==> src/lcdns_pkg.sv <==
// shared types, constants and helper functions for the character lcd nibble sequencer
package lcdns_pkg;

  // item kinds carried on the mode field
  typedef enum logic {
    MODE_INIT = 1'b0,
    MODE_CHAR = 1'b1
  } mode_t;

  // configuration register indexes
  typedef enum logic [1:0] {
    CFG_LINE_ONE_LENGTH  = 2'd0,
    CFG_LINE_TWO_END     = 2'd1,
    CFG_LINE_TWO_ADDRESS = 2'd2
  } cfg_index_t;

  localparam int unsigned CFG_W  = 7;
  localparam int unsigned POS_W  = 7;
  localparam int unsigned BYTE_W = 8;
  localparam int unsigned NIB_W  = 4;
  localparam int unsigned WAIT_W = 3;

  // reset values of the configuration registers
  localparam logic [CFG_W-1:0] LINE_ONE_LENGTH_RST  = 7'd16;
  localparam logic [CFG_W-1:0] LINE_TWO_END_RST     = 7'd32;
  localparam logic [CFG_W-1:0] LINE_TWO_ADDRESS_RST = 7'd64;

  // set display address command bit
  localparam logic [BYTE_W-1:0] CMD_SET_ADDR = 8'h80;

  // nibble counter limits: init runs 14 nibbles, a character item up to 4
  localparam logic [NIB_W-1:0] INIT_LAST_NIB  = 4'd13;
  localparam logic [NIB_W-1:0] CHAR_LAST_NIB  = 4'd3;
  localparam logic [NIB_W-1:0] CHAR_FIRST_NIB = 4'd2;

  // one decoded job for the emitter
  typedef struct packed {
    logic              is_init;
    logic              has_cmd;
    logic              cmd_wb;
    logic [BYTE_W-1:0] cmd_byte;
    logic [BYTE_W-1:0] char_code;
  } job_t;

  // nibble value of the power-on sequence: 3, 3, 3, 2, then 28 08 01 06 0c
  function automatic logic [NIB_W-1:0] init_nibble(input logic [NIB_W-1:0] nib);
    logic [NIB_W-1:0] v;
    case (nib)
      4'd0:    v = 4'h3;
      4'd1:    v = 4'h3;
      4'd2:    v = 4'h3;
      4'd3:    v = 4'h2;
      4'd4:    v = 4'h2;
      4'd5:    v = 4'h8;
      4'd6:    v = 4'h0;
      4'd7:    v = 4'h8;
      4'd8:    v = 4'h0;
      4'd9:    v = 4'h1;
      4'd10:   v = 4'h0;
      4'd11:   v = 4'h6;
      4'd12:   v = 4'h0;
      4'd13:   v = 4'hc;
      default: v = 4'h0;
    endcase
    return v;
  endfunction

  // extra wait after the final write of an init nibble
  function automatic logic [WAIT_W-1:0] init_extra(input logic [NIB_W-1:0] nib);
    logic [WAIT_W-1:0] v;
    case (nib)
      4'd0:                         v = 3'd4;
      4'd1, 4'd2, 4'd3:             v = 3'd1;
      4'd5, 4'd7, 4'd9, 4'd11, 4'd13: v = 3'd1;
      default:                      v = 3'd0;
    endcase
    return v;
  endfunction

  // bit order reversal onto the data pins
  function automatic logic [NIB_W-1:0] rev4(input logic [NIB_W-1:0] n);
    return {n[0], n[1], n[2], n[3]};
  endfunction

endpackage

==> src/lcdns_decode.sv <==
// configuration registers and decode of one item into an emitter job
module lcdns_decode (
  input  logic                        clk,
  input  logic                        rst,
  input  logic                        cfg_en,
  input  logic [1:0]                  cfg_index,
  input  logic [lcdns_pkg::CFG_W-1:0] cfg_data,
  input  logic                        mode,
  input  logic [lcdns_pkg::POS_W-1:0] position,
  input  logic [7:0]                  char_code,
  input  logic                        first,
  output lcdns_pkg::job_t             job,
  output logic                        job_valid
);

  logic [lcdns_pkg::CFG_W-1:0] line_one_length;
  logic [lcdns_pkg::CFG_W-1:0] line_two_end;
  logic [lcdns_pkg::CFG_W-1:0] line_two_address;
  logic                        on_line_one;
  logic                        on_line_two;
  logic [7:0]                  line_two_cmd;

  // configuration registers
  always_ff @(posedge clk) begin
    if (rst) begin
      line_one_length  <= lcdns_pkg::LINE_ONE_LENGTH_RST;
      line_two_end     <= lcdns_pkg::LINE_TWO_END_RST;
      line_two_address <= lcdns_pkg::LINE_TWO_ADDRESS_RST;
    end else if (cfg_en) begin
      case (cfg_index)
        lcdns_pkg::CFG_LINE_ONE_LENGTH:  line_one_length  <= cfg_data;
        lcdns_pkg::CFG_LINE_TWO_END:     line_two_end     <= cfg_data;
        lcdns_pkg::CFG_LINE_TWO_ADDRESS: line_two_address <= cfg_data;
        default: ;
      endcase
    end
  end

  // line classification and cursor address
  assign on_line_one  = position < line_one_length;
  assign on_line_two  = !on_line_one && (position < line_two_end);
  assign line_two_cmd = ({1'b0, line_two_address} - {1'b0, line_one_length}
                         + {1'b0, position}) | lcdns_pkg::CMD_SET_ADDR;

  // job fields
  always_comb begin
    job.is_init   = (mode == lcdns_pkg::MODE_INIT);
    job.char_code = char_code;
    job.has_cmd   = 1'b0;
    job.cmd_wb    = 1'b0;
    job.cmd_byte  = {1'b0, position} | lcdns_pkg::CMD_SET_ADDR;
    job_valid     = 1'b1;
    if (mode == lcdns_pkg::MODE_CHAR) begin
      if (on_line_one) begin
        job.has_cmd = first;
      end else if (on_line_two) begin
        job.has_cmd  = first || (position == line_one_length);
        job.cmd_wb   = 1'b1;
        job.cmd_byte = line_two_cmd;
      end else begin
        job_valid = 1'b0;
      end
    end
  end

endmodule

==> src/lcdns_emit.sv <==
// job register, nibble and strobe counters, and the pin write output register
module lcdns_emit (
  input  logic                         clk,
  input  logic                         rst,
  input  logic                         in_valid,
  output logic                         in_stall,
  input  lcdns_pkg::job_t              job_in,
  input  logic                         job_valid,
  output logic                         out_valid,
  input  logic                         out_stall,
  output logic [lcdns_pkg::NIB_W-1:0]  data_pins,
  output logic                         reg_select,
  output logic                         enable,
  output logic                         wait_before_ms,
  output logic [lcdns_pkg::WAIT_W-1:0] wait_after_ms,
  output logic                         last
);

  // three pin writes per nibble
  typedef enum logic [1:0] {
    PH_LEAD   = 2'd0,
    PH_STROBE = 2'd1,
    PH_TAIL   = 2'd2
  } phase_t;

  lcdns_pkg::job_t             job;
  logic                        busy;
  phase_t                      phase;
  logic [lcdns_pkg::NIB_W-1:0] nib;

  logic                         load;
  logic                         accept;
  logic [lcdns_pkg::NIB_W-1:0]  last_nib;
  logic                         wr_last;
  logic [lcdns_pkg::NIB_W-1:0]  nib_val;
  logic                         rs_val;
  logic                         wb_val;
  logic [lcdns_pkg::WAIT_W-1:0] extra_val;

  // handshake
  assign load     = busy && (!out_valid || !out_stall);
  assign last_nib = job.is_init ? lcdns_pkg::INIT_LAST_NIB : lcdns_pkg::CHAR_LAST_NIB;
  assign wr_last  = (phase == PH_TAIL) && (nib == last_nib);
  assign in_stall = busy && !(load && wr_last);
  assign accept   = in_valid && !in_stall;

  // current nibble and its attributes
  always_comb begin
    nib_val   = '0;
    rs_val    = 1'b0;
    wb_val    = 1'b0;
    extra_val = '0;
    if (job.is_init) begin
      nib_val   = lcdns_pkg::init_nibble(nib);
      extra_val = lcdns_pkg::init_extra(nib);
    end else begin
      case (nib[1:0])
        2'd0: begin
          nib_val = job.cmd_byte[7:4];
          wb_val  = job.cmd_wb;
        end
        2'd1: nib_val = job.cmd_byte[3:0];
        2'd2: begin
          nib_val = job.char_code[7:4];
          rs_val  = 1'b1;
          wb_val  = 1'b1;
        end
        default: begin
          nib_val = job.char_code[3:0];
          rs_val  = 1'b1;
        end
      endcase
    end
  end

  // control state
  always_ff @(posedge clk) begin
    if (rst) begin
      busy  <= 1'b0;
      phase <= PH_LEAD;
      nib   <= '0;
    end else if (accept && job_valid) begin
      busy  <= 1'b1;
      phase <= PH_LEAD;
      nib   <= (job_in.is_init || job_in.has_cmd) ? 4'd0 : lcdns_pkg::CHAR_FIRST_NIB;
    end else if (load) begin
      if (phase == PH_TAIL) begin
        phase <= PH_LEAD;
        nib   <= nib + 4'd1;
      end else begin
        phase <= phase_t'(phase + 2'd1);
      end
      if (wr_last) begin
        busy <= 1'b0;
      end
    end
  end

  // job register
  always_ff @(posedge clk) begin
    if (accept && job_valid) begin
      job <= job_in;
    end
  end

  // output valid
  always_ff @(posedge clk) begin
    if (rst) begin
      out_valid <= 1'b0;
    end else if (load) begin
      out_valid <= 1'b1;
    end else if (!out_stall) begin
      out_valid <= 1'b0;
    end
  end

  // output payload
  always_ff @(posedge clk) begin
    if (load) begin
      data_pins      <= lcdns_pkg::rev4(nib_val);
      reg_select     <= rs_val;
      enable         <= (phase == PH_STROBE);
      wait_before_ms <= (phase == PH_LEAD) && wb_val;
      wait_after_ms  <= (phase == PH_TAIL) ? 3'd1 + extra_val : 3'd1;
      last           <= wr_last;
    end
  end

endmodule

==> src/char_lcd_nibble_sequencer_top.sv <==
// top level of the character lcd 4-bit nibble sequencer
//
//   channel | handshake            | payload
//   --------+----------------------+--------------------------------------------------
//   in      | in_valid / in_stall  | mode, position, char_code, first
//   out     | out_valid/ out_stall | data_pins, reg_select, enable, wait_before_ms,
//           |                      | wait_after_ms, last
//   cfg     | cfg_en               | cfg_index, cfg_data
//
// one pin write leaves per cycle from the output register unless out stalls;
// an item has 42 writes for init, 6 or 12 for a character, none for a dropped one.
// the next item is taken in the cycle the current item's last write is loaded.
// reset is synchronous: config returns to 16 / 32 / 64 and the output is emptied.
// a stall on out freezes the counters and holds the output transaction.
module char_lcd_nibble_sequencer_top (
  input  logic                         clk,
  input  logic                         rst,
  input  logic                         cfg_en,
  input  logic [1:0]                   cfg_index,
  input  logic [lcdns_pkg::CFG_W-1:0]  cfg_data,
  input  logic                         in_valid,
  output logic                         in_stall,
  input  logic                         mode,
  input  logic [lcdns_pkg::POS_W-1:0]  position,
  input  logic [7:0]                   char_code,
  input  logic                         first,
  output logic                         out_valid,
  input  logic                         out_stall,
  output logic [lcdns_pkg::NIB_W-1:0]  data_pins,
  output logic                         reg_select,
  output logic                         enable,
  output logic                         wait_before_ms,
  output logic [lcdns_pkg::WAIT_W-1:0] wait_after_ms,
  output logic                         last
);

  lcdns_pkg::job_t job;
  logic            job_valid;

  // item decode and configuration
  lcdns_decode u_decode (
    .clk       (clk),
    .rst       (rst),
    .cfg_en    (cfg_en),
    .cfg_index (cfg_index),
    .cfg_data  (cfg_data),
    .mode      (mode),
    .position  (position),
    .char_code (char_code),
    .first     (first),
    .job       (job),
    .job_valid (job_valid)
  );

  // pin write sequencing
  lcdns_emit u_emit (
    .clk            (clk),
    .rst            (rst),
    .in_valid       (in_valid),
    .in_stall       (in_stall),
    .job_in         (job),
    .job_valid      (job_valid),
    .out_valid      (out_valid),
    .out_stall      (out_stall),
    .data_pins      (data_pins),
    .reg_select     (reg_select),
    .enable         (enable),
    .wait_before_ms (wait_before_ms),
    .wait_after_ms  (wait_after_ms),
    .last           (last)
  );

endmodule

==> config.mk <==
export PLATFORM = sky130hd
export DESIGN_NAME = char_lcd_nibble_sequencer_top
export DESIGN_NICKNAME = d
export VERILOG_FILES = /design/src/lcdns_pkg.sv /design/src/lcdns_decode.sv /design/src/lcdns_emit.sv /design/src/char_lcd_nibble_sequencer_top.sv
export SDC_FILE = /design/constraint.sdc
export NUM_CORES = 1
export LEC_CHECK = 0
export BUFFER_PORTS_ARGS = -buffer_cell sky130_fd_sc_hd__buf_2
export CAP_MARGIN = 20
export CORE_MARGIN = 8
export CORE_UTILIZATION = 25
export DETAILED_ROUTE_END_ITERATION = 12
export MAX_ROUTING_LAYER = met4
export PLACE_DENSITY = 0.4
export SLEW_MARGIN = 10
export SYNTH_ARGS = -nofsm -noshare
export SYNTH_HDL_FRONTEND = slang
export SYNTH_SLANG_ARGS = --single-unit
==> constraint.sdc <==
create_clock -name clk -period 3.25 [get_ports clk]
set_clock_uncertainty 0.1 [all_clocks]
set_input_delay 0.65 -clock clk [delete_from_list [all_inputs] [get_ports clk]]
set_output_delay 0.65 -clock clk [all_outputs]
set_load 0.01 [all_outputs]
==> results of run 1 <==
-- layout make-up --
class                           instances  area (sq um)
Clock buffer                           12           236
Tap cell                              180           225
Sequential cell                        63          1540
Inverter                               46           173
Multi-Input combinational cell        221          1690
Timing Repair Buffer                   46           250
Clock inverter                          4          46.3
Fill cell                            1480          9500
-- synth_stat cells, types with 4 or more instances --
cell      instances
xnor2_1           8
clkbuf_1          8
ha_1             24
nand4_1           4
nor3_1            4
dfxtp_1          35
nand3_1           5
inv_1            42
o21ai_0          15
edfxtp_1         28
fa_1              6
a21o_1            7
a21oi_1          20
nand2_1          16
mux2i_1          17
nor2_1           42
nand3b_1          4
-- critical path: cells and delay by family --
family | cells | cell delay (ps)
and+or+nand+nor | 2 | 250
buffers and inverters | 3 | 220
adders and majority gates | 2 | 850
AOI/OAI and AO/OA | 4 | 590
xor gates and xnor gates | 1 | 140
-- how the worst min path moves through the flow --
| stage | startpoint | to | slack (ps) | cells past startpoint |
|---|---|---|---|---|
| floorplan | u_decode.line_two_address[6] | u_decode.line_two_address[6] | 360 | 1 |
| global placement | u_decode.line_two_address[0] | u_decode.line_two_address[0] | 380 | 2 |
| detailed placement | u_decode.line_two_address[3] | u_decode.line_two_address[3] | 390 | 2 |
| CTS | char_code[1] | u_emit.job[1] | 370 | 1 |
| global route | char_code[1] | u_emit.job[1] | 380 | 1 |
| finish | char_code[1] | u_emit.job[1] | 390 | 1 |
-- logic make-up after synthesis --
kind of cell / after synthesis / synth area share
simple gates: 93 / 0.135
compound gates: 68 / 0.146
flops: 63 / 0.446
buf+inv: 56 / 0.0652
fa+ha+maj: 30 / 0.122
mux: 19 / 0.0590
xor+xnor: 11 / 0.0279
-- routing by layer --
metal	GRT usage	part of all wire
met1	0.110	0.47
met2	0.145	0.44
met3	0.0328	0.052
met4	0.0555	0.029
met5	-	0
-- state kept, by name (all words and copies together), names as in the netlist, named ones only --
name,cells
u_emit.job,17
u_decode.line_one_length,7
u_decode.line_two_address,7
u_decode.line_two_end,7
u_emit.data_pins,4
u_emit.nib,4
u_emit.wait_after_ms,3
u_emit.phase,2
u_emit.busy,1
u_emit.enable,1
u_emit.last,1
u_emit.out_valid,1
u_emit.reg_select,1
u_emit.wait_before_ms,1
-- layout by cell type (no fill, tap or decap), types with 2 or more instances in the layout --
cell       instances
a222oi_1           3
inv_2              3
ha_1              24
nand3b_1           4
and3_1             3
nand2b_1           3
a21o_1             7
clkbuf_16          9
inv_1             42
o21ai_0           15
a31oi_1            3
clkbuf_1           3
mux2i_1           17
dfxtp_1           35
fa_1               6
nor3_1             4
nand2_1           16
nand4_1            4
nand3_1            5
xnor2_1            8
buf_4              2
xor2_1             3
o31ai_1            2
edfxtp_1          28
nor2_1            42
a21oi_1           20
clkinv_1           2
a211o_1            2
nor2b_1            2
buf_2             43
a211oi_1           2
-- through the flow --
stage | setup slack [ps] | cells | area, sq um | hold WS (ps) | util
floorplan | 429 | 340 | 3460 | 357 | -
finish | 543 | 572 | 4160 | 393 | 0.305
CTS | 557 | 572 | 4160 | 368 | 0.305
global route | 397 | 572 | 4160 | 376 | 0.305
detailed placement | 192 | 556 | 3880 | 387 | 0.284
global placement | 230 | 556 | 3880 | 380 | 0.284
-- power breakdown --
group	switching [mW]	internal, mW
Sequential	0.0202	0.878
Clock	0.343	0.590
Combinational	0.164	0.126
Total	0.527	1.59
==> metrics.yaml, run 1 <==
outcome:
  outcome: "complete, no violations"
critical_path:
  ff2ff_path_depth: 11
  startpoint_type: "input port"
  crit_fanout: 3
  crit_path_cell_trace: "buf_2, inv_1, fa_1, inv_1, ha_1, nor2b_1, o21ai_0, nand2b_1, a21o_1, a21oi_1, xnor2_1, a21oi_1"
  startpoint: "position[2]"
  arrival_ps: 2690
  reg2reg_to: "u_emit.job[14]"
  crit_end: "u_emit.job[14]"
  crit_path_max_incr_delay_ps: 530
  slowest_stage: "fa_1"
  cp-end-kind: "register"
  crit-reg2reg-launch: "u_decode.line_two_address[2]"
  worst_ep_required_time_ps: 3230
  critical_path_class: "in2reg"
  ff2ff_setup_slack_ps: 670
cells_and_area:
  nets: 448
  diodes: 0
  area_growth_syn_to_layout_pct: 20.4
  layout-drive-gt1-share: 0.199
floorplan:
  design.die.area_sq_um: 17800
  ios: 44
  die_x_um: 134
  core_area_sq_um: 13700
  die_y_um: 134
  rows: 43
  initial_core_util: 0.253
global_route:
  overflow: 0
  grt.total_usage: 0.0961
  grt_max_degree: 28
  grt_pass1_wl_um: 12800
  antenna_found_initial: 0
  grt_pass1_vias: 2488
synth:
  ys_seq_area_frac: 0.446
  netlist.area_leader.share: 0.243
  synth_flop_cell: "dfxtp_1"
  synth.distinct_cells: 55
  synth_top_area_cell: "edfxtp_1"
  ys_warn_count: 0
  synth_nets: 401
  synthesis.instances: 340
  synth_area_leaders: "edfxtp_1, dfxtp_1, ha_1, mux2i_1, inv_1"
  synth_async_sr_flop_share: 0
  synth_edf_count: 28
  syn_area_per_cell_sq_um: 10.2
  netlist_area_sq_um: 3460
  ys_ff_latch: 63
sta:
  tightest_slew_ps: 528
  finalSetupViolCount: 0
  fin_setup_tns_ps: 0
  drv_slew: 0
  fin_crit_sh: 0.833
  rsz0062_at_grt: "no"
  timing.fmax_ghz: 0.369
  min_period_ps: 2710
  slew_headroom: 0.648
  finalHoldViolCount: 0
routing:
  postRouteAntennaNets: 0
  via_count: 2472
  routed_wl_um: 7840
  vias_per_cell: 4.32
  drt_iter0_markers: 112
  drtPass1Iterations: 4
  remaining_drc_errors: 0
  wire_per_inst_um: 13.7
clocking:
  ctsResizeCount: 0
  cts_made_buffers: 9
  post-cts-setup-buffers: 0
  htreeDepth: 3
  cts_root_buf: "clkbuf_16"
  clockBufferDepth: 2
  cts_tree: "built"
  clkLatencyLatePin_ps: 340
  clkTransAtPathRegs_ps: 50
  cts.sinks: 63
  ctsHoldBuffers: 0
power:
  vdd_drop_max_mv: 0.273
  p_per_area_nw_per_um2: 510
  power_mw: 2.12
  total_leakage_power_nw: 1.77
placed_design:
  dp_hpwl_um: 6120
  gp_congestion: 0.838
  portBuffers: 43
hold_path:
  hp-class: "in2reg"
job:
  drv_cap: 0
Power figures use the tool's default switching activity.
==> run 2, diff against run 1 <==
ABC_AREA = 1   (was default)
PLACE_DENSITY = 0.41   (was 0.4)
clock period = 2.39 ns   (was 3.25 ns; I/O delays follow)
==> metrics.yaml, run 2 <==
sta:
  timing.fmax_ghz: 0.440
  rsz0062_at_grt: "yes"  # was no
  finalSetupViolCount: 0  # unchanged
  min_period_ps: 2270
  fin_crit_sh: 0.952
  worst_slack_ps: 115  # was 543 ps
  tightest_slew_ps: 407  # was 528 ps
  drv_slew: 0  # unchanged
  slew_headroom: 0.728  # was 0.648
  fin_setup_tns_ps: 0  # unchanged
  finalHoldViolCount: 0  # unchanged
cells_and_area:
  final_common_cell: "nand2_1"  # was buf_2
  top_register: "u_emit.job"  # unchanged
  diodes: 0  # unchanged
  mostFrequentLayoutCells: "nand2_1, inv_1, buf_2"  # was buf_2, inv_1, nor2_1
  fillers: 1416  # was 1480
  finish.utilization: 0.333  # was 0.305
  layout-drive-gt1-share: 0.280  # was 0.199
  nets: 520  # was 448
  area_growth_syn_to_layout_pct: 30.1  # was 20.4%
  final_area_sq_um: 4410  # was 4160 sq um
  largest_reg_flops: 17  # unchanged
synth:
  ys_warn_count: 0  # unchanged
  synth_top_area_cell: "edfxtp_1"  # unchanged
  syn_area_per_cell_sq_um: 8.80  # was 10.2 sq um
  synth_flop_cell: "dfxtp_1"  # unchanged
  netlist_area_sq_um: 3390  # was 3460 sq um
  synth_area_leaders: "edfxtp_1, dfxtp_1, ha_1, nand2_1, inv_1"  # was edfxtp_1, dfxtp_1, ha_1, mux2i_1, inv_1
  synth.distinct_cells: 33  # was 55
  synth_nets: 446  # was 401
  netlist.area_leader.share: 0.248  # was 0.243
  synthesis.instances: 385  # was 340
  synth_edf_count: 28  # unchanged
  synth_async_sr_flop_share: 0  # unchanged
  yosys-top-cells-count: "nand2_1, inv_1, a21oi_1, dfxtp_1, o21ai_0"  # was inv_1, nor2_1, dfxtp_1, edfxtp_1, ha_1
  ys_seq_area_frac: 0.455  # was 0.446
  yosysMostFrequentCell: "nand2_1"
  ys_ff_latch: 63  # unchanged
floorplan:
  design.die.area_sq_um: 17500  # was 17800 sq um
  ios: 44  # unchanged
  core_area_sq_um: 13200  # was 13700 sq um
  die_x_um: 132  # was 134 um
  initial_core_util: 0.256  # was 0.253
  rows: 42  # was 43
  die_y_um: 132  # was 134 um
critical_path:
  worst_ep_required_time_ps: 2380  # was 3230 ps
  crit_fanout: 4  # was 3
  startpoint_type: "register"  # was input port
  arrival_ps: 2260  # was 2690 ps
  critical_path_class: "reg2reg"  # was in2reg
  cp-end-kind: "register"  # unchanged
routing:
  drtPass1Iterations: 4  # unchanged
  routed_wl_um: 7800  # was 7840 um
  top_layer: "met4"  # unchanged
  postRouteAntennaNets: 0  # unchanged
  route.met3.wl_um: 336  # was 407 um
  wl_met2_um: 3650  # was 3490 um
  remaining_drc_errors: 0  # unchanged
  drt_iter0_markers: 77  # was 112
  vias_per_cell: 4.18  # was 4.32
  via_count: 2672  # was 2472
  wl_met1_um: 3700  # was 3720 um
  wire_per_inst_um: 12.2  # was 13.7 um
clocking:
  clockBufferDepth: 2  # unchanged
  clkLatencyLatePin_ps: 340  # about the same
  cts.sinks: 63  # unchanged
  cts_root_buf: "clkbuf_16"  # unchanged
  clkTransAtPathRegs_ps: 60  # was 50 ps
  htreeDepth: 3  # unchanged
  cts_tree: "built"  # unchanged
  cts_made_buffers: 9  # unchanged
  ctsHoldBuffers: 0  # unchanged
power:
  sw_frac_of_total: 0.255  # was 0.249
  p_seq_frac: 0.390  # was 0.424
  total_leakage_power_nw: 2.03  # was 1.77 nW
  power.internal_mw: 2.36  # was 1.59 mW
  vdd_drop_max_mv: 0.349  # was 0.273 mV
  clkPwrFrac: 0.437  # was 0.440
  p_per_area_nw_per_um2: 719  # was 510 nW/um^2
  power_mw: 3.17  # was 2.12 mW
  combinationalPowerShare: 0.173  # was 0.137
  power.switching_mw: 0.809  # was 0.527 mW
global_route:
  grt.total_usage: 0.0989  # was 0.0961
  grt_pass1_wl_um: 13300  # was 12800 um
  antenna_found_initial: 0  # unchanged
  overflow: 0  # unchanged
  grt_pass1_vias: 2793  # was 2488
  grt_max_degree: 22  # was 28
placed_design:
  place_area_sq_um: 4040  # was 3880 sq um
  gp_congestion: 0.780  # was 0.838
  dp_hpwl_um: 6190  # was 6120 um
  portBuffers: 43  # unchanged
  dp_slack_ps: -253  # was 192 ps
outcome:
  outcome: "complete, no violations"  # unchanged
hold_path:
  hp-class: "in2reg"  # unchanged
job:
  drv_cap: 0  # unchanged
run 2: per-stage QoR:
step / cells / hold WS (ps)
6_report: 640 / 220
3_3_place_gp: 622 / 346
3_5_place_dp: 622 / 350
2_1_floorplan: 385 / 333
5_1_grt: 640 / 202
4_1_cts: 638 / 200
run 2: kinds of logic after synthesis:
family          synth area share
fa+ha+maj                  0.124
flops                      0.455
buf+inv                   0.0905
simple gates               0.186
xor+xnor                  0.0233
compound gates             0.121
run 2: layout make-up:
class | count | area, sq um | area share
multi-input combinational | 242 | 1600 | 0.363
sequential | 63 | 1550 | 0.351
timing repair buffer | 70 | 430 | 0.0976
clock buffer | 13 | 308 | 0.0698
inverter | 73 | 287 | 0.0650
tap | 176 | 220 | 0.0500
clock inverter | 3 | 18.8 | 0.00426
run 2: repair_timing:
item	in CTS	in global routing
setup endpoints to repair	1	2
setup buffers	0	2
gates resized for setup	0	10
pin swaps	1	12
run 2: power by group through the flow:
| stage | Sequential [mW] | Combinational (mW) | Clock, mW |
|---|---|---|---|
| 2_1_floorplan | 1.26 | 0.340 | 0 |
| 4_1_cts | 1.23 | 0.546 | 1.44 |
| 5_1_grt | 1.24 | 0.636 | 1.48 |
| 3_3_place_gp | 1.26 | 0.540 | 0 |
| 3_5_place_dp | 1.26 | 0.545 | 0 |
| 6_report | 1.24 | 0.549 | 1.38 |
run 2: worst paths after layout:
path | startpoint | slack, ps | endpoint | cells after the start
setup / recovery | u_decode.line_two_address[2] | 120 | u_emit.job[14] | 13
setup reg to reg | u_decode.line_two_address[2] | 120 | u_emit.job[14] | 13
hold reg to reg | u_decode.line_two_end[1] | 350 | u_decode.line_two_end[1] | 2
hold / removal | char_code[1] | 220 | u_emit.job[1] | 1
run 2: critical path, stage by stage (launching register included):
cell	delay [ps]
dfxtp_1	300
inv_1	60
fa_1	520
inv_2	50
ha_4	270
nand2_1	60
o21ai_2	170
a21oi_2	60
nor2_1	80
nor2_1	50
xor2_1	120
nand2_1	60
o21ai_1	70
inv_1	50
run 2: per-layer routing:
layer / track usage / vias to the layer above
li1: - / 1400
met1: 0.114 / 1208
met2: 0.155 / 53
met3: 0.0347 / 11
met4: 0.0379 / 0
met5: - / -
==> run 3, diff against run 2 <==
CORE_ASPECT_RATIO = 0.7   (was default)
CORE_UTILIZATION = 35   (was 25)
PLACE_DENSITY = default   (was 0.41)
==> metrics.yaml, run 3 (synthesis gave the netlist of run 2 again) <==
outcome:
  outcome: "complete, no violations"  # unchanged
power:
  combinationalPowerShare: 0.181  # was 0.173
  clkPwrFrac: 0.419  # was 0.437
  p_per_area_nw_per_um2: 720  # was 719 nW/um^2
  power.switching_mw: 0.821  # was 0.809 mW
  sw_frac_of_total: 0.266  # was 0.255
  p_seq_frac: 0.401  # was 0.390
  vdd_drop_max_mv: 0.340  # was 0.349 mV
  total_leakage_power_nw: 1.99  # was 2.03 nW
  power.internal_mw: 2.27  # was 2.36 mW
  power_mw: 3.09  # was 3.17 mW
clocking:
  cts_tree: "built"  # unchanged
  clkLatencyLatePin_ps: 330  # was 340 ps
  clkTransAtPathRegs_ps: 50  # was 60 ps
  post-cts-setup-buffers: 0  # unchanged
  cts_root_buf: "clkbuf_16"  # unchanged
  htreeDepth: 3  # unchanged
  cts_made_buffers: 9  # unchanged
  clockBufferDepth: 2  # unchanged
  cts.sinks: 63  # unchanged
sta:
  finalHoldViolCount: 0  # unchanged
  fin_setup_tns_ps: 0  # unchanged
  worst_slack_ps: 103  # was 115 ps
  hold_ws_ps: 225  # was 220 ps
  timing.fmax_ghz: 0.437  # was 0.440 GHz
  slew_headroom: 0.690  # was 0.728
  drv_slew: 0  # unchanged
  fin_crit_sh: 0.957  # was 0.952
  min_period_ps: 2290  # was 2270 ps
  tightest_slew_ps: 462  # was 407 ps
  finalSetupViolCount: 0  # unchanged
  rsz0062_at_grt: "yes"  # unchanged
hold_path:
  min_path_cells: 1  # unchanged
  hp-class: "in2reg"  # unchanged
placed_design:
  place_area_sq_um: 3960  # was 4040 sq um
  dp_slack_ps: -222  # was -253 ps
  portBuffers: 43  # unchanged
  dpl.cell_count: 572  # was 622
  dp_hpwl_um: 5750  # was 6190 um
  gp_congestion: 0.816  # was 0.780
floorplan:
  die_y_um: 98.3  # was 132 um
  initial_core_util: 0.355  # was 0.256
  rows: 30  # was 42
  core_area_sq_um: 9530  # was 13200 sq um
  die_x_um: 134  # was 132 um
  design.die.area_sq_um: 13100  # was 17500 sq um
  ios: 44  # unchanged
routing:
  remaining_drc_errors: 0  # unchanged
  via_count: 2668  # was 2672
  vias_per_cell: 4.54  # was 4.18
  wire_per_inst_um: 12.6  # was 12.2 um
  drt_iter0_markers: 86  # was 77
  routed_wl_um: 7400  # was 7800 um
  drtPass1Iterations: 4  # unchanged
  postRouteAntennaNets: 0  # unchanged
critical_path:
  ff2ff_path_depth: 10  # was 13
  critical_path_class: "reg2reg"  # unchanged
  worst_path_most_repeated_cell: "nor2_1"
  crit_fanout: 2  # was 4
  slowest_stage: "fa_1"  # unchanged
  path_buf_inv: 1  # was 3
  crit_path_max_incr_delay_ps: 530  # was 520 ps
  worst_ep_required_time_ps: 2380  # about the same
  cp-end-kind: "register"  # unchanged
  critical-path-top-delay-family: "adder cells"  # unchanged
  arrival_ps: 2280  # was 2260 ps
  crit_cells: 10  # was 13
  crit_path_cell_trace: "fa_1, fa_2, o21ai_2, a21oi_2, nor2_1, nor2_1, xor2_1, nand2_1, o21ai_1, inv_1"  # was inv_1, fa_1, inv_2, ha_4, nand2_1, o21ai_2, a21oi_2, nor2_1, nor2_1, xor2_1, nand2_1, o21ai_1, inv_1
  startpoint_type: "register"  # unchanged
global_route:
  antenna_found_initial: 0  # unchanged
  grt.total_usage: 0.125  # was 0.0989
  grt_pass1_wl_um: 12700  # was 13300 um
  grt_pass1_vias: 2644  # was 2793
  overflow: 0  # unchanged
  grt_max_degree: 25  # was 22
job:
  drv_cap: 0  # unchanged
cells_and_area:
  final_common_cell: "nand2_1"  # unchanged
  diodes: 0  # unchanged
  largest_reg_flops: 17  # unchanged
  area_growth_syn_to_layout_pct: 26.8  # was 30.1%
  fin_cells: 588  # was 640
  top_register: "u_emit.job"  # unchanged
  final_area_sq_um: 4300  # was 4410 sq um
  nets: 516  # was 520
  mostFrequentLayoutCells: "nand2_1, inv_1, buf_2"  # unchanged
  finish.utilization: 0.451  # was 0.333
  layout-drive-gt1-share: 0.272  # was 0.280
[run 3: changes by cell type in the layout (fill, tap and decap cells not counted)]
cell / delta
clkbuf_4: -1
clkinvlp_4: +1
buf_4: -4
bufinv_16: +1
fa_2: -1
clkbuf_16: -3
a21oi_2: -1
fa_1: +1
a21oi_4: +1
clkinv_4: +2
[run 3: worst paths after layout]
kind                                    start                  endpoint  slack [ps]
setup / recovery  u_decode.line_one_length[1]            u_emit.job[14]         100
hold / removal                   char_code[6]             u_emit.job[6]         230
setup reg to reg  u_decode.line_one_length[1]            u_emit.job[14]         100
hold reg to reg      u_decode.line_two_end[2]  u_decode.line_two_end[2]         360
[run 3: power groups by stage]
stage | clock network, mW | logic (mW) | registers, mW
floorplan | 0 | 0.340 | 1.26
global placement | 0 | 0.528 | 1.26
detailed placement | 0 | 0.542 | 1.26
CTS | 1.33 | 0.545 | 1.24
global route | 1.38 | 0.634 | 1.24
finish | 1.29 | 0.558 | 1.24
[run 3: timing repair]
item	CTS	global route
setup endpoints to repair	1	2
pin swaps	1	9
resized for setup	0	10
hold buffers	0	0
[run 3: layout make-up]
class | count | area [sq um]
Sequential cell | 63 | 1550
Clock buffer | 9 | 225
Timing Repair Buffer | 66 | 400
Fill cell | 944 | 5240
Multi-Input combinational cell | 242 | 1600
Tap cell | 128 | 160
Clock inverter | 7 | 73.8
Inverter | 73 | 287
[run 3: metal layers]
metal / GRT usage / vias to the layer above / part of all wire
met2: 0.174 / 53 / 0.42
met4: 0.0413 / 0 / 0.015
met5: - / - / 0
met3: 0.0472 / 10 / 0.052
met1: 0.161 / 1211 / 0.51
li1: - / 1394 / -
